`src/design/gss_pkg.sv`:
```
// Shared types and constants for the generational slot scheduler.
package gss_pkg;

    localparam int SlotW   = 5;
    localparam int HGenW   = 16;
    localparam int CbW     = 32;
    localparam int TickW   = 64;
    localparam int MaxInv  = 32;
    localparam int InvCntW = 6;
    localparam int SDataW  = 120;
    localparam int MDataW  = 128;

    typedef enum logic [2:0] {
        REQ_SPAWN      = 3'd0,
        REQ_RELEASE    = 3'd1,
        REQ_SET_CAMERA = 3'd2,
        REQ_SET_PLAYER = 3'd3,
        REQ_TICK       = 3'd4,
        REQ_CLEAR      = 3'd5
    } req_t;

    typedef enum logic [1:0] {
        ST_OK        = 2'd0,
        ST_FULL      = 2'd1,
        ST_NOT_OWNED = 2'd2
    } status_t;

    typedef enum logic [2:0] {
        S_IDLE,
        S_READ,
        S_EXEC,
        S_CLOSE,
        S_REPLY
    } state_t;

    // Commands from the sequencer to the slot memory.
    typedef struct packed {
        logic wr;       // write generation and callback at the slot address
        logic drop_cb;  // callback of the slot reads as zero from now on
        logic wipe;     // every entry reads as zero from now on
    } mem_cmd_t;

endpackage

```
`src/design/gss_slot_mem.sv`:
```
// Generation and callback storage per slot, with valid bits standing in for reset.
module gss_slot_mem #(
    parameter int SLOTS    = 32,
    parameter int GEN_BITS = 16,
    parameter int IDX_W    = 5
) (
    input  logic                    aclk,
    input  logic                    aresetn,
    input  gss_pkg::mem_cmd_t       cmd,
    input  logic [IDX_W-1:0]        addr,
    input  logic [GEN_BITS-1:0]     wr_gen,
    input  logic [gss_pkg::CbW-1:0] wr_cb,
    output logic [GEN_BITS-1:0]     rd_gen,
    output logic [gss_pkg::CbW-1:0] rd_cb
);
    import gss_pkg::*;

    logic [GEN_BITS-1:0] gen_mem [SLOTS];
    logic [CbW-1:0]      cb_mem  [SLOTS];

    logic [SLOTS-1:0]    gen_vld_reg;
    logic [SLOTS-1:0]    cb_vld_reg;
    logic [GEN_BITS-1:0] gen_q_reg;
    logic [CbW-1:0]      cb_q_reg;
    logic                gen_qv_reg;
    logic                cb_qv_reg;

    always_ff @(posedge aclk) begin
        if (cmd.wr) begin
            gen_mem[addr] <= wr_gen;
            cb_mem[addr]  <= wr_cb;
        end
        gen_q_reg <= gen_mem[addr];
        cb_q_reg  <= cb_mem[addr];
    end

    always_ff @(posedge aclk) begin
        if (!aresetn) begin
            gen_vld_reg <= '0;
            cb_vld_reg  <= '0;
            gen_qv_reg  <= 1'b0;
            cb_qv_reg   <= 1'b0;
        end else begin
            gen_qv_reg <= gen_vld_reg[addr];
            cb_qv_reg  <= cb_vld_reg[addr];
            if (cmd.wipe) begin
                gen_vld_reg <= '0;
                cb_vld_reg  <= '0;
            end else if (cmd.wr) begin
                gen_vld_reg[addr] <= 1'b1;
                cb_vld_reg[addr]  <= 1'b1;
            end else if (cmd.drop_cb) begin
                cb_vld_reg[addr] <= 1'b0;
            end
        end
    end

    assign rd_gen = gen_qv_reg ? gen_q_reg : '0;
    assign rd_cb  = cb_qv_reg ? cb_q_reg : '0;

endmodule

```
`src/design/gss_slot_alu.sv`:
```
// Shared generation unit: bump with zero skip and handle ownership compare.
module gss_slot_alu #(
    parameter int GEN_BITS = 16
) (
    input  logic [GEN_BITS-1:0]       cur_gen,
    input  logic [gss_pkg::HGenW-1:0] handle_gen,
    output logic [GEN_BITS-1:0]       bump_gen,
    output logic [gss_pkg::HGenW-1:0] bump_gen16,
    output logic [gss_pkg::HGenW-1:0] cur_gen16,
    output logic                      gen_match
);
    import gss_pkg::*;

    localparam int CmpW = (GEN_BITS > HGenW) ? GEN_BITS : HGenW;

    logic [GEN_BITS-1:0] inc;

    assign inc        = cur_gen + GEN_BITS'(1);
    // skip generation zero, it marks an invalid handle
    assign bump_gen   = (inc == '0) ? GEN_BITS'(1) : inc;
    assign bump_gen16 = HGenW'(bump_gen);
    assign cur_gen16  = HGenW'(cur_gen);
    assign gen_match  = (handle_gen != '0) && (CmpW'(cur_gen) == CmpW'(handle_gen));

endmodule

```
`src/design/generational_slot_scheduler_top.sv`:
```
// Generational slot scheduler: a slot table under a per-slot sequencer.
// Each request is taken in S_IDLE and then walked slot by slot, each slot step being S_READ
// (read the slot memory) then S_EXEC (act through the shared generation unit). A release or
// flag set walks the handle's slot, a spawn every slot up to the first free one (all SLOTS when
// the table is full), a tick every slot and then a closing beat; a clear, an unknown
// request or a handle slot beyond the table walks no slot; every slot step and every reply or
// closing beat waits while the output register is held. Input is not ready during reset.
// The single-port slot memory and its registered read set the read-then-act slot step.
module generational_slot_scheduler_top #(
    parameter int SLOTS    = 32,
    parameter int GEN_BITS = 16
) (
    input  logic                       aclk,
    input  logic                       aresetn,
    input  logic                       s_tvalid,
    output logic                       s_tready,
    // slot_index, handle_generation, callback_id, flag_value, tick_number, 2'b0
    input  logic [gss_pkg::SDataW-1:0] s_tdata,
    // req_type
    input  logic [2:0]                 s_tuser,
    output logic                       m_tvalid,
    input  logic                       m_tready,
    // status, out_slot, out_generation, out_callback, out_player, out_camera,
    // out_tick, 7'b0
    output logic [gss_pkg::MDataW-1:0] m_tdata,
    // is_invocation
    output logic                       m_tuser,
    output logic                       m_tlast
);
    import gss_pkg::*;

    localparam int IDX_W = (SLOTS > 1) ? $clog2(SLOTS) : 1;

    state_t               state_reg, state_next;
    logic [IDX_W-1:0]     idx_reg, idx_next;
    logic [InvCntW-1:0]   inv_cnt_reg, inv_cnt_next;
    req_t                 req_reg, req_next;
    status_t              stat_reg, stat_next;
    logic [HGenW-1:0]     hgen_reg, hgen_next;
    logic [CbW-1:0]       cb_reg, cb_next;
    logic                 flag_reg, flag_next;
    logic [TickW-1:0]     tick_reg, tick_next;

    logic [SLOTS-1:0]     act_reg, act_next;
    logic [SLOTS-1:0]     ps_reg, ps_next;
    logic [SLOTS-1:0]     pr_reg, pr_next;
    logic [SLOTS-1:0]     cam_reg, cam_next;
    logic [SLOTS-1:0]     pl_reg, pl_next;

    logic                 m_valid_reg, m_valid_next;
    status_t              o_stat_reg, o_stat_next;
    logic                 o_inv_reg, o_inv_next;
    logic [SlotW-1:0]     o_slot_reg, o_slot_next;
    logic [HGenW-1:0]     o_gen_reg, o_gen_next;
    logic [CbW-1:0]       o_cb_reg, o_cb_next;
    logic                 o_pl_reg, o_pl_next;
    logic                 o_cam_reg, o_cam_next;
    logic [TickW-1:0]     o_tick_reg, o_tick_next;
    logic                 o_last_reg, o_last_next;

    mem_cmd_t             mem_cmd;
    logic [GEN_BITS-1:0]  rd_gen, bump_gen;
    logic [CbW-1:0]       rd_cb;
    logic [HGenW-1:0]     bump_gen16, cur_gen16;
    logic                 gen_match;

    logic                 in_acc, out_free, last_slot;
    logic                 a_now, p_now, na, ncam, npl;
    logic [SlotW-1:0]     in_slot;

    assign s_tready  = (state_reg == S_IDLE) && aresetn;
    assign in_acc    = s_tvalid && s_tready;
    assign out_free  = !m_valid_reg || m_tready;
    assign last_slot = (idx_reg == IDX_W'(SLOTS - 1));
    assign in_slot   = s_tdata[4:0];

    gss_slot_mem #(
        .SLOTS    (SLOTS),
        .GEN_BITS (GEN_BITS),
        .IDX_W    (IDX_W)
    ) u_mem (
        .aclk    (aclk),
        .aresetn (aresetn),
        .cmd     (mem_cmd),
        .addr    (idx_reg),
        .wr_gen  (bump_gen),
        .wr_cb   (cb_reg),
        .rd_gen  (rd_gen),
        .rd_cb   (rd_cb)
    );

    gss_slot_alu #(
        .GEN_BITS (GEN_BITS)
    ) u_alu (
        .cur_gen    (rd_gen),
        .handle_gen (hgen_reg),
        .bump_gen   (bump_gen),
        .bump_gen16 (bump_gen16),
        .cur_gen16  (cur_gen16),
        .gen_match  (gen_match)
    );

    always_ff @(posedge aclk) begin
        if (!aresetn) begin
            state_reg   <= S_IDLE;
            m_valid_reg <= 1'b0;
            act_reg     <= '0;
            ps_reg      <= '0;
            pr_reg      <= '0;
            cam_reg     <= '0;
            pl_reg      <= '0;
        end else begin
            state_reg   <= state_next;
            m_valid_reg <= m_valid_next;
            act_reg     <= act_next;
            ps_reg      <= ps_next;
            pr_reg      <= pr_next;
            cam_reg     <= cam_next;
            pl_reg      <= pl_next;
        end
    end

    always_ff @(posedge aclk) begin
        idx_reg     <= idx_next;
        inv_cnt_reg <= inv_cnt_next;
        req_reg     <= req_next;
        stat_reg    <= stat_next;
        hgen_reg    <= hgen_next;
        cb_reg      <= cb_next;
        flag_reg    <= flag_next;
        tick_reg    <= tick_next;
        o_stat_reg  <= o_stat_next;
        o_inv_reg   <= o_inv_next;
        o_slot_reg  <= o_slot_next;
        o_gen_reg   <= o_gen_next;
        o_cb_reg    <= o_cb_next;
        o_pl_reg    <= o_pl_next;
        o_cam_reg   <= o_cam_next;
        o_tick_reg  <= o_tick_next;
        o_last_reg  <= o_last_next;
    end

    always_comb begin
        state_next   = state_reg;
        idx_next     = idx_reg;
        inv_cnt_next = inv_cnt_reg;
        req_next     = req_reg;
        stat_next    = stat_reg;
        hgen_next    = hgen_reg;
        cb_next      = cb_reg;
        flag_next    = flag_reg;
        tick_next    = tick_reg;
        act_next     = act_reg;
        ps_next      = ps_reg;
        pr_next      = pr_reg;
        cam_next     = cam_reg;
        pl_next      = pl_reg;
        mem_cmd      = '0;

        m_valid_next = m_valid_reg && !m_tready;
        o_stat_next  = o_stat_reg;
        o_inv_next   = o_inv_reg;
        o_slot_next  = o_slot_reg;
        o_gen_next   = o_gen_reg;
        o_cb_next    = o_cb_reg;
        o_pl_next    = o_pl_reg;
        o_cam_next   = o_cam_reg;
        o_tick_next  = o_tick_reg;
        o_last_next  = o_last_reg;

        // slot state as it stands once the tick has committed the marks
        a_now = act_reg[idx_reg] || ps_reg[idx_reg];
        p_now = pr_reg[idx_reg];
        na    = a_now && !p_now;
        ncam  = cam_reg[idx_reg] && !p_now;
        npl   = pl_reg[idx_reg] && !p_now;

        case (state_reg)
            S_IDLE: begin
                if (in_acc) begin
                    req_next     = req_t'(s_tuser);
                    hgen_next    = s_tdata[20:5];
                    cb_next      = s_tdata[52:21];
                    flag_next    = s_tdata[53];
                    tick_next    = s_tdata[117:54];
                    idx_next     = '0;
                    inv_cnt_next = '0;
                    stat_next    = ST_OK;
                    case (s_tuser)
                        REQ_SPAWN, REQ_TICK: begin
                            state_next = S_READ;
                        end
                        REQ_RELEASE, REQ_SET_CAMERA, REQ_SET_PLAYER: begin
                            if (32'(in_slot) < 32'(SLOTS)) begin
                                idx_next   = IDX_W'(in_slot);
                                state_next = S_READ;
                            end else begin
                                stat_next  = ST_NOT_OWNED;
                                state_next = S_REPLY;
                            end
                        end
                        default: begin
                            state_next = S_REPLY;
                        end
                    endcase
                end
            end

            S_READ: begin
                state_next = S_EXEC;
            end

            S_EXEC: begin
                if (out_free) begin
                    o_stat_next = ST_OK;
                    o_inv_next  = 1'b0;
                    o_slot_next = '0;
                    o_gen_next  = '0;
                    o_cb_next   = '0;
                    o_pl_next   = 1'b0;
                    o_cam_next  = 1'b0;
                    o_tick_next = '0;
                    o_last_next = 1'b1;
                    case (req_reg)
                        REQ_SPAWN: begin
                            if (!a_now) begin
                                mem_cmd.wr       = 1'b1;
                                ps_next[idx_reg] = 1'b1;
                                pr_next[idx_reg] = 1'b0;
                                cam_next[idx_reg] = 1'b1;
                                pl_next[idx_reg] = flag_reg;
                                o_slot_next      = SlotW'(idx_reg);
                                o_gen_next       = bump_gen16;
                                m_valid_next     = 1'b1;
                                state_next       = S_IDLE;
                            end else if (last_slot) begin
                                o_stat_next  = ST_FULL;
                                m_valid_next = 1'b1;
                                state_next   = S_IDLE;
                            end else begin
                                idx_next   = idx_reg + IDX_W'(1);
                                state_next = S_READ;
                            end
                        end
                        REQ_TICK: begin
                            act_next[idx_reg] = na;
                            ps_next[idx_reg]  = 1'b0;
                            pr_next[idx_reg]  = 1'b0;
                            cam_next[idx_reg] = ncam;
                            pl_next[idx_reg]  = npl;
                            mem_cmd.drop_cb   = p_now;
                            if (na && (ncam || npl) && (inv_cnt_reg < InvCntW'(MaxInv))) begin
                                o_inv_next   = 1'b1;
                                o_slot_next  = SlotW'(idx_reg);
                                o_gen_next   = cur_gen16;
                                o_cb_next    = rd_cb;
                                o_pl_next    = npl;
                                o_cam_next   = ncam;
                                o_tick_next  = tick_reg;
                                o_last_next  = 1'b0;
                                m_valid_next = 1'b1;
                                inv_cnt_next = inv_cnt_reg + InvCntW'(1);
                            end
                            if (last_slot) begin
                                state_next = S_CLOSE;
                            end else begin
                                idx_next   = idx_reg + IDX_W'(1);
                                state_next = S_READ;
                            end
                        end
                        default: begin
                            // release or flag set on a handle that must own its slot
                            if (gen_match && a_now) begin
                                case (req_reg)
                                    REQ_RELEASE:    pr_next[idx_reg]  = 1'b1;
                                    REQ_SET_CAMERA: cam_next[idx_reg] = flag_reg;
                                    default:        pl_next[idx_reg]  = flag_reg;
                                endcase
                            end else begin
                                o_stat_next = ST_NOT_OWNED;
                            end
                            m_valid_next = 1'b1;
                            state_next   = S_IDLE;
                        end
                    endcase
                end
            end

            S_CLOSE: begin
                if (out_free) begin
                    o_stat_next  = ST_OK;
                    o_inv_next   = 1'b0;
                    o_slot_next  = '0;
                    o_gen_next   = '0;
                    o_cb_next    = '0;
                    o_pl_next    = 1'b0;
                    o_cam_next   = 1'b0;
                    o_tick_next  = tick_reg;
                    o_last_next  = 1'b1;
                    m_valid_next = 1'b1;
                    state_next   = S_IDLE;
                end
            end

            S_REPLY: begin
                if (out_free) begin
                    if (req_reg == REQ_CLEAR) begin
                        act_next     = '0;
                        ps_next      = '0;
                        pr_next      = '0;
                        cam_next     = '0;
                        pl_next      = '0;
                        mem_cmd.wipe = 1'b1;
                    end
                    o_stat_next  = stat_reg;
                    o_inv_next   = 1'b0;
                    o_slot_next  = '0;
                    o_gen_next   = '0;
                    o_cb_next    = '0;
                    o_pl_next    = 1'b0;
                    o_cam_next   = 1'b0;
                    o_tick_next  = '0;
                    o_last_next  = 1'b1;
                    m_valid_next = 1'b1;
                    state_next   = S_IDLE;
                end
            end

            default: begin
                state_next = S_IDLE;
            end
        endcase
    end

    assign m_tvalid = m_valid_reg;
    assign m_tuser  = o_inv_reg;
    assign m_tlast  = o_last_reg;
    assign m_tdata  = {7'b0, o_tick_reg, o_cam_reg, o_pl_reg, o_cb_reg, o_gen_reg,
                       o_slot_reg, o_stat_reg};

endmodule

```
`config.mk`:
```
export PLATFORM = sky130hd
export DESIGN_NAME = generational_slot_scheduler_top
export DESIGN_NICKNAME = d
export VERILOG_FILES = /design/src/design/gss_pkg.sv /design/src/design/gss_slot_mem.sv /design/src/design/gss_slot_alu.sv /design/src/design/generational_slot_scheduler_top.sv
export SDC_FILE = /design/constraint.sdc
export NUM_CORES = 2
export LEC_CHECK = 0
export ABC_AREA = 1
export BUFFER_PORTS_ARGS = -buffer_cell sky130_fd_sc_hd__buf_2
export CAP_MARGIN = 20
export CORE_MARGIN = 5
export CORE_UTILIZATION = 52
export CTS_CLUSTER_DIAMETER = 120
export DETAILED_ROUTE_END_ITERATION = 16
export PLACE_DENSITY = 0.74
export SLEW_MARGIN = 20
export SYNTH_ARGS = -nofsm -noshare
export SYNTH_HDL_FRONTEND = slang
export SYNTH_SLANG_ARGS = --single-unit
```
`constraint.sdc`:
```
create_clock -name aclk -period 11.2 [get_ports aclk]
set_input_delay 0.56 -clock aclk [delete_from_list [all_inputs] [get_ports aclk]]
set_output_delay 0.56 -clock aclk [all_outputs]
set_load 0.1 [all_outputs]
```
==> metrics.csv <==
stage,metric,value,unit
outcome,outcome,finished clean,
worst_hold_path,hold depth,1,
routing,Vias,59300,
floorplanning,row cnt,146,
logic_synthesis,mux contribution to synthesized area,0,%
clocking,Clock Pin Slew Worst Setup and Hold Paths,0.06,ns
pwr,LEAKAGE,0.0322,uW
grt,largest net degree at the start of global routing,229,
logic_synthesis,Seq cells post-synth,2064,
logic_synthesis,Yosys top cell area share,64.7,%
logic_synthesis,Synth cell types,45,
sta,Final Hold Fails,0,
layout,Area Growth Syn to Fin,12.6,%
worst_hold_path,Hold Path Class,input port to flip-flop,
logic_synthesis,cell taking the most area after synthesis,edfxtp_1,
sta,setup TNS,0,ns
layout,Final Instance Area,0.0934,sq mm
grt,first-pass GRT wire length,341,mm
logic_synthesis,largest family of logic cells by synthesized area,compound AO/OA/AOI/OAI gates,
critical_path,CP Max Fanout,80,
layout,max reg flops,1024,
routing,DRT iter0 DRCs,8318,
sta,clock skew,0.0512,ns
logic_synthesis,Synth warnings,0,
logic_synthesis,Post-Syn Instances,7152,
clocking,TritonCTS clock tree,done,
critical_path,Worst path slowest cell,buf_4,
layout,Final nets,7465,
grt,vias in the first global route,55900,
sta,actual slew at the worst max-slew pin,1.21,ns
logic_synthesis,most common cell in the netlist,edfxtp_1,
placed_design,port bufs,249,
logic_synthesis,Compound-Gate Fraction of Synth Area,13.6,%
critical_path,WS Path Type,flip-flop to flip-flop,
sta,Max Clk Rate,0.159,GHz
clocking,H-tree Lvls,4,
logic_synthesis,top post-synthesis cells by count,"edfxtp_1, nor2_1, o21ai_0, nand2_1, o22ai_1",
grt,total track usage,26.5,%
critical_path,cell family with the largest share of critical-path delay,buffers and inverters,
floorplanning,io pins,259,
logic_synthesis,Synth Area in XOR/XNOR,0.179,%
clocking,clk_lat worst skew,0.84,ns
critical_path,Setup crit end kind,flip-flop,
critical_path,Worst Path Buf+Inv,6,
routing,DRC,0,
placed_design,HPWL Detailed,116,mm
sta,"Setup violations, final",0,
critical_path,biggest cell delay along the critical path,0.78,ns
clocking,CTS max path bufs,3,
logic_synthesis,"Seq/Total Area, Yosys",71.4,%
floorplanning,Die Wd,409,um
critical_path,WP depth,15,
clocking,clk sinks,2064,
grt,antenna violations before repair,3,
logic_synthesis,Mapped Avg Cell Area,11.6,sq um
clocking,clock root buffer master,clkbuf_16,
pwr,Max VDD drop,233,uV
critical_path,Critical Path AT,6.73,ns
routing,wire per inst,24.1,um
placed_design,GP Congestion,0.877,
layout,largest registers,"u_mem.cb_mem: 1024 flops, u_mem.gen_mem: 512 flops",
critical_path,crit path cell chain,buf_4 > buf_4 > buf_4 > nand2_1 > nand3_1 > nand2_1 > nand2_1 > nand2_1 > nor2_1 > nand4_1 > nor3_4 > buf_4 > nand2_1 > clkinv_2 > buf_4,
layout,Fillers,12200,
routing,final WL,230,mm
critical_path,Startpoint Class,flip-flop,
sta,RSZ-0062 raised after global routing,no,
routing,via/cell ratio,6.19,
logic_synthesis,Simple-Gate Fraction of Synth Area,10.7,%
critical_path,R2R depth,15,
clocking,CTS resizes,0,
pwr,pwr/cell area,223,mW/mm^2
clocking,"Hold-fix buffers, CTS",115,
routing,TritonRoute pass-1 iters,6,
sta,fin crit share,56.1,%
logic_synthesis,Main synth FF type,edfxtp_1,
floorplanning,initial core utilization,52.3,%
routing,Post-DRT Antenna Nets,0,
sta,Max-slew headroom,19.1,%
layout,ratio of cells with drive above 1 in the final layout,9.91,%
clocking,CTS Buf Count,193,
floorplanning,Core Area,0.159,sq mm
sta,final hold slack,0.0750,ns
floorplanning,DIE AREA,0.168,sq mm
floorplanning,die height,409,um
sta,post-route minimum period,6.28,ns
placed_design,dpl cell area,0.0857,sq mm
flow_run,MaxCap Viol Count,0,
sta,max-slew violations,0,
logic_synthesis,most area-consuming cells after synthesis,"edfxtp_1, dfxtp_1, o21ai_0, nor2_1, nand2_1",
logic_synthesis,adder-cell share of the synthesized area,0.121,%
logic_synthesis,Netlist Area Pre-Place,0.0830,sq mm
logic_synthesis,"FFs w/ async S/R, synth",0,%
layout,Top reg by flops,u_mem.cb_mem,
clocking,setup bufs post-CTS,0,
critical_path,Critical Path RT,11.65,ns
grt,global route overflow,0,
logic_synthesis,"EDFF count, synth",1786,
## cells by family (layout without fill, tap and decap cells)
family / count (synthesis) / in the layout
and+or+nand+nor: 2242 / 2242
DFF: 2064 / 2064
AOI/OAI and AO/OA: 1982 / 1982
buffers and inverters: 838 / 1177
xor gates and xnor gates: 17 / 17
adders and majority gates: 8 / 8
other: 1 / 9
## path summary, 6_finish.rpt
path                    startpoint  slack [ns]                     to
max                     idx_reg[0]        4.92    u_mem.cb_mem[28][9]
min                    s_tdata[52]        0.07             cb_reg[31]
max reg2reg             idx_reg[0]        4.92    u_mem.cb_mem[28][9]
min reg2reg  u_mem.gen_vld_reg[24]        0.45  u_mem.gen_vld_reg[24]
## per-layer routing
metal	part of all wire, %	track usage, %	vias up
met5	0	0	-
met4	4.2	11.0	0
met3	12	5.59	643
met2	46	41.7	3840
met1	38	36.1	28700
li1	-	-	26100
## area by class of cell
type	count	area, sq um	area share, %
antenna	2	5.00	0.00536
clock buffer	247	5200	5.57
clock inverter	115	1310	1.40
inverter	355	1400	1.50
multi-input combinational	4256	20600	22.0
sequential	2064	59200	63.4
tap	2072	2590	2.77
timing repair buffer	460	3160	3.38
## cell usage in the layout (no fill, tap or decap), types with 15 or more instances in the layout
| master | instances |
|---|---|
| edfxtp_1 | 1786 |
| nor2_1 | 1192 |
| o21ai_0 | 961 |
| nand2_1 | 756 |
| o22ai_1 | 395 |
| a21oi_1 | 337 |
| inv_1 | 309 |
| dfxtp_1 | 278 |
| buf_2 | 248 |
| nand3_1 | 231 |
| clkbuf_16 | 194 |
| dlygate4sd3_1 | 115 |
| a221oi_1 | 95 |
| buf_4 | 93 |
| a22o_1 | 67 |
| clkinv_2 | 64 |
| clkinv_1 | 40 |
| clkbuf_1 | 38 |
| o21ai_1 | 37 |
| a211oi_1 | 33 |
| a21oi_2 | 32 |
| bufinv_16 | 19 |
| a31oi_1 | 18 |
| nand4_1 | 17 |
| xor2_1 | 15 |
| clkbuf_8 | 15 |
## per-stage QoR
stage | std cells | setup slack (ns) | utilization (%) | total power [uW]
after floorplan | 7158 | 5.76 | - | 12900
after global placement | 9091 | 5.17 | 54.1 | 14100
after detailed placement | 9091 | 5.12 | 54.1 | 14200
after CTS | 9568 | 5.10 | 58.9 | 20800
after global routing | 9569 | 4.68 | 58.9 | 21600
final | 9571 | 4.92 | 58.9 | 20800
## worst register-to-register path, stage by stage, from the launching register on
cell and delay [ns]:
edfxtp_1 0.46, buf_4 0.69, buf_4 0.77, buf_4 0.83, nand2_1 0.16, nand3_1 0.11, nand2_1 0.08, nand2_1 0.06
nand2_1 0.12, nor2_1 0.17, nand4_1 0.29, nor3_4 0.20, buf_4 0.43, nand2_1 0.24, clkinv_2 0.52, buf_4 0.74
## report_power, final
| part | leakage [uW] | internal [uW] | switching (uW) |
|---|---|---|---|
| clock network | 0.00316 | 3750 | 2920 |
| logic | 0.0105 | 1070 | 3830 |
| registers | 0.0185 | 8980 | 295 |
| total | 0.0322 | 13800 | 7050 |
Power figures use the tool's default switching activity.
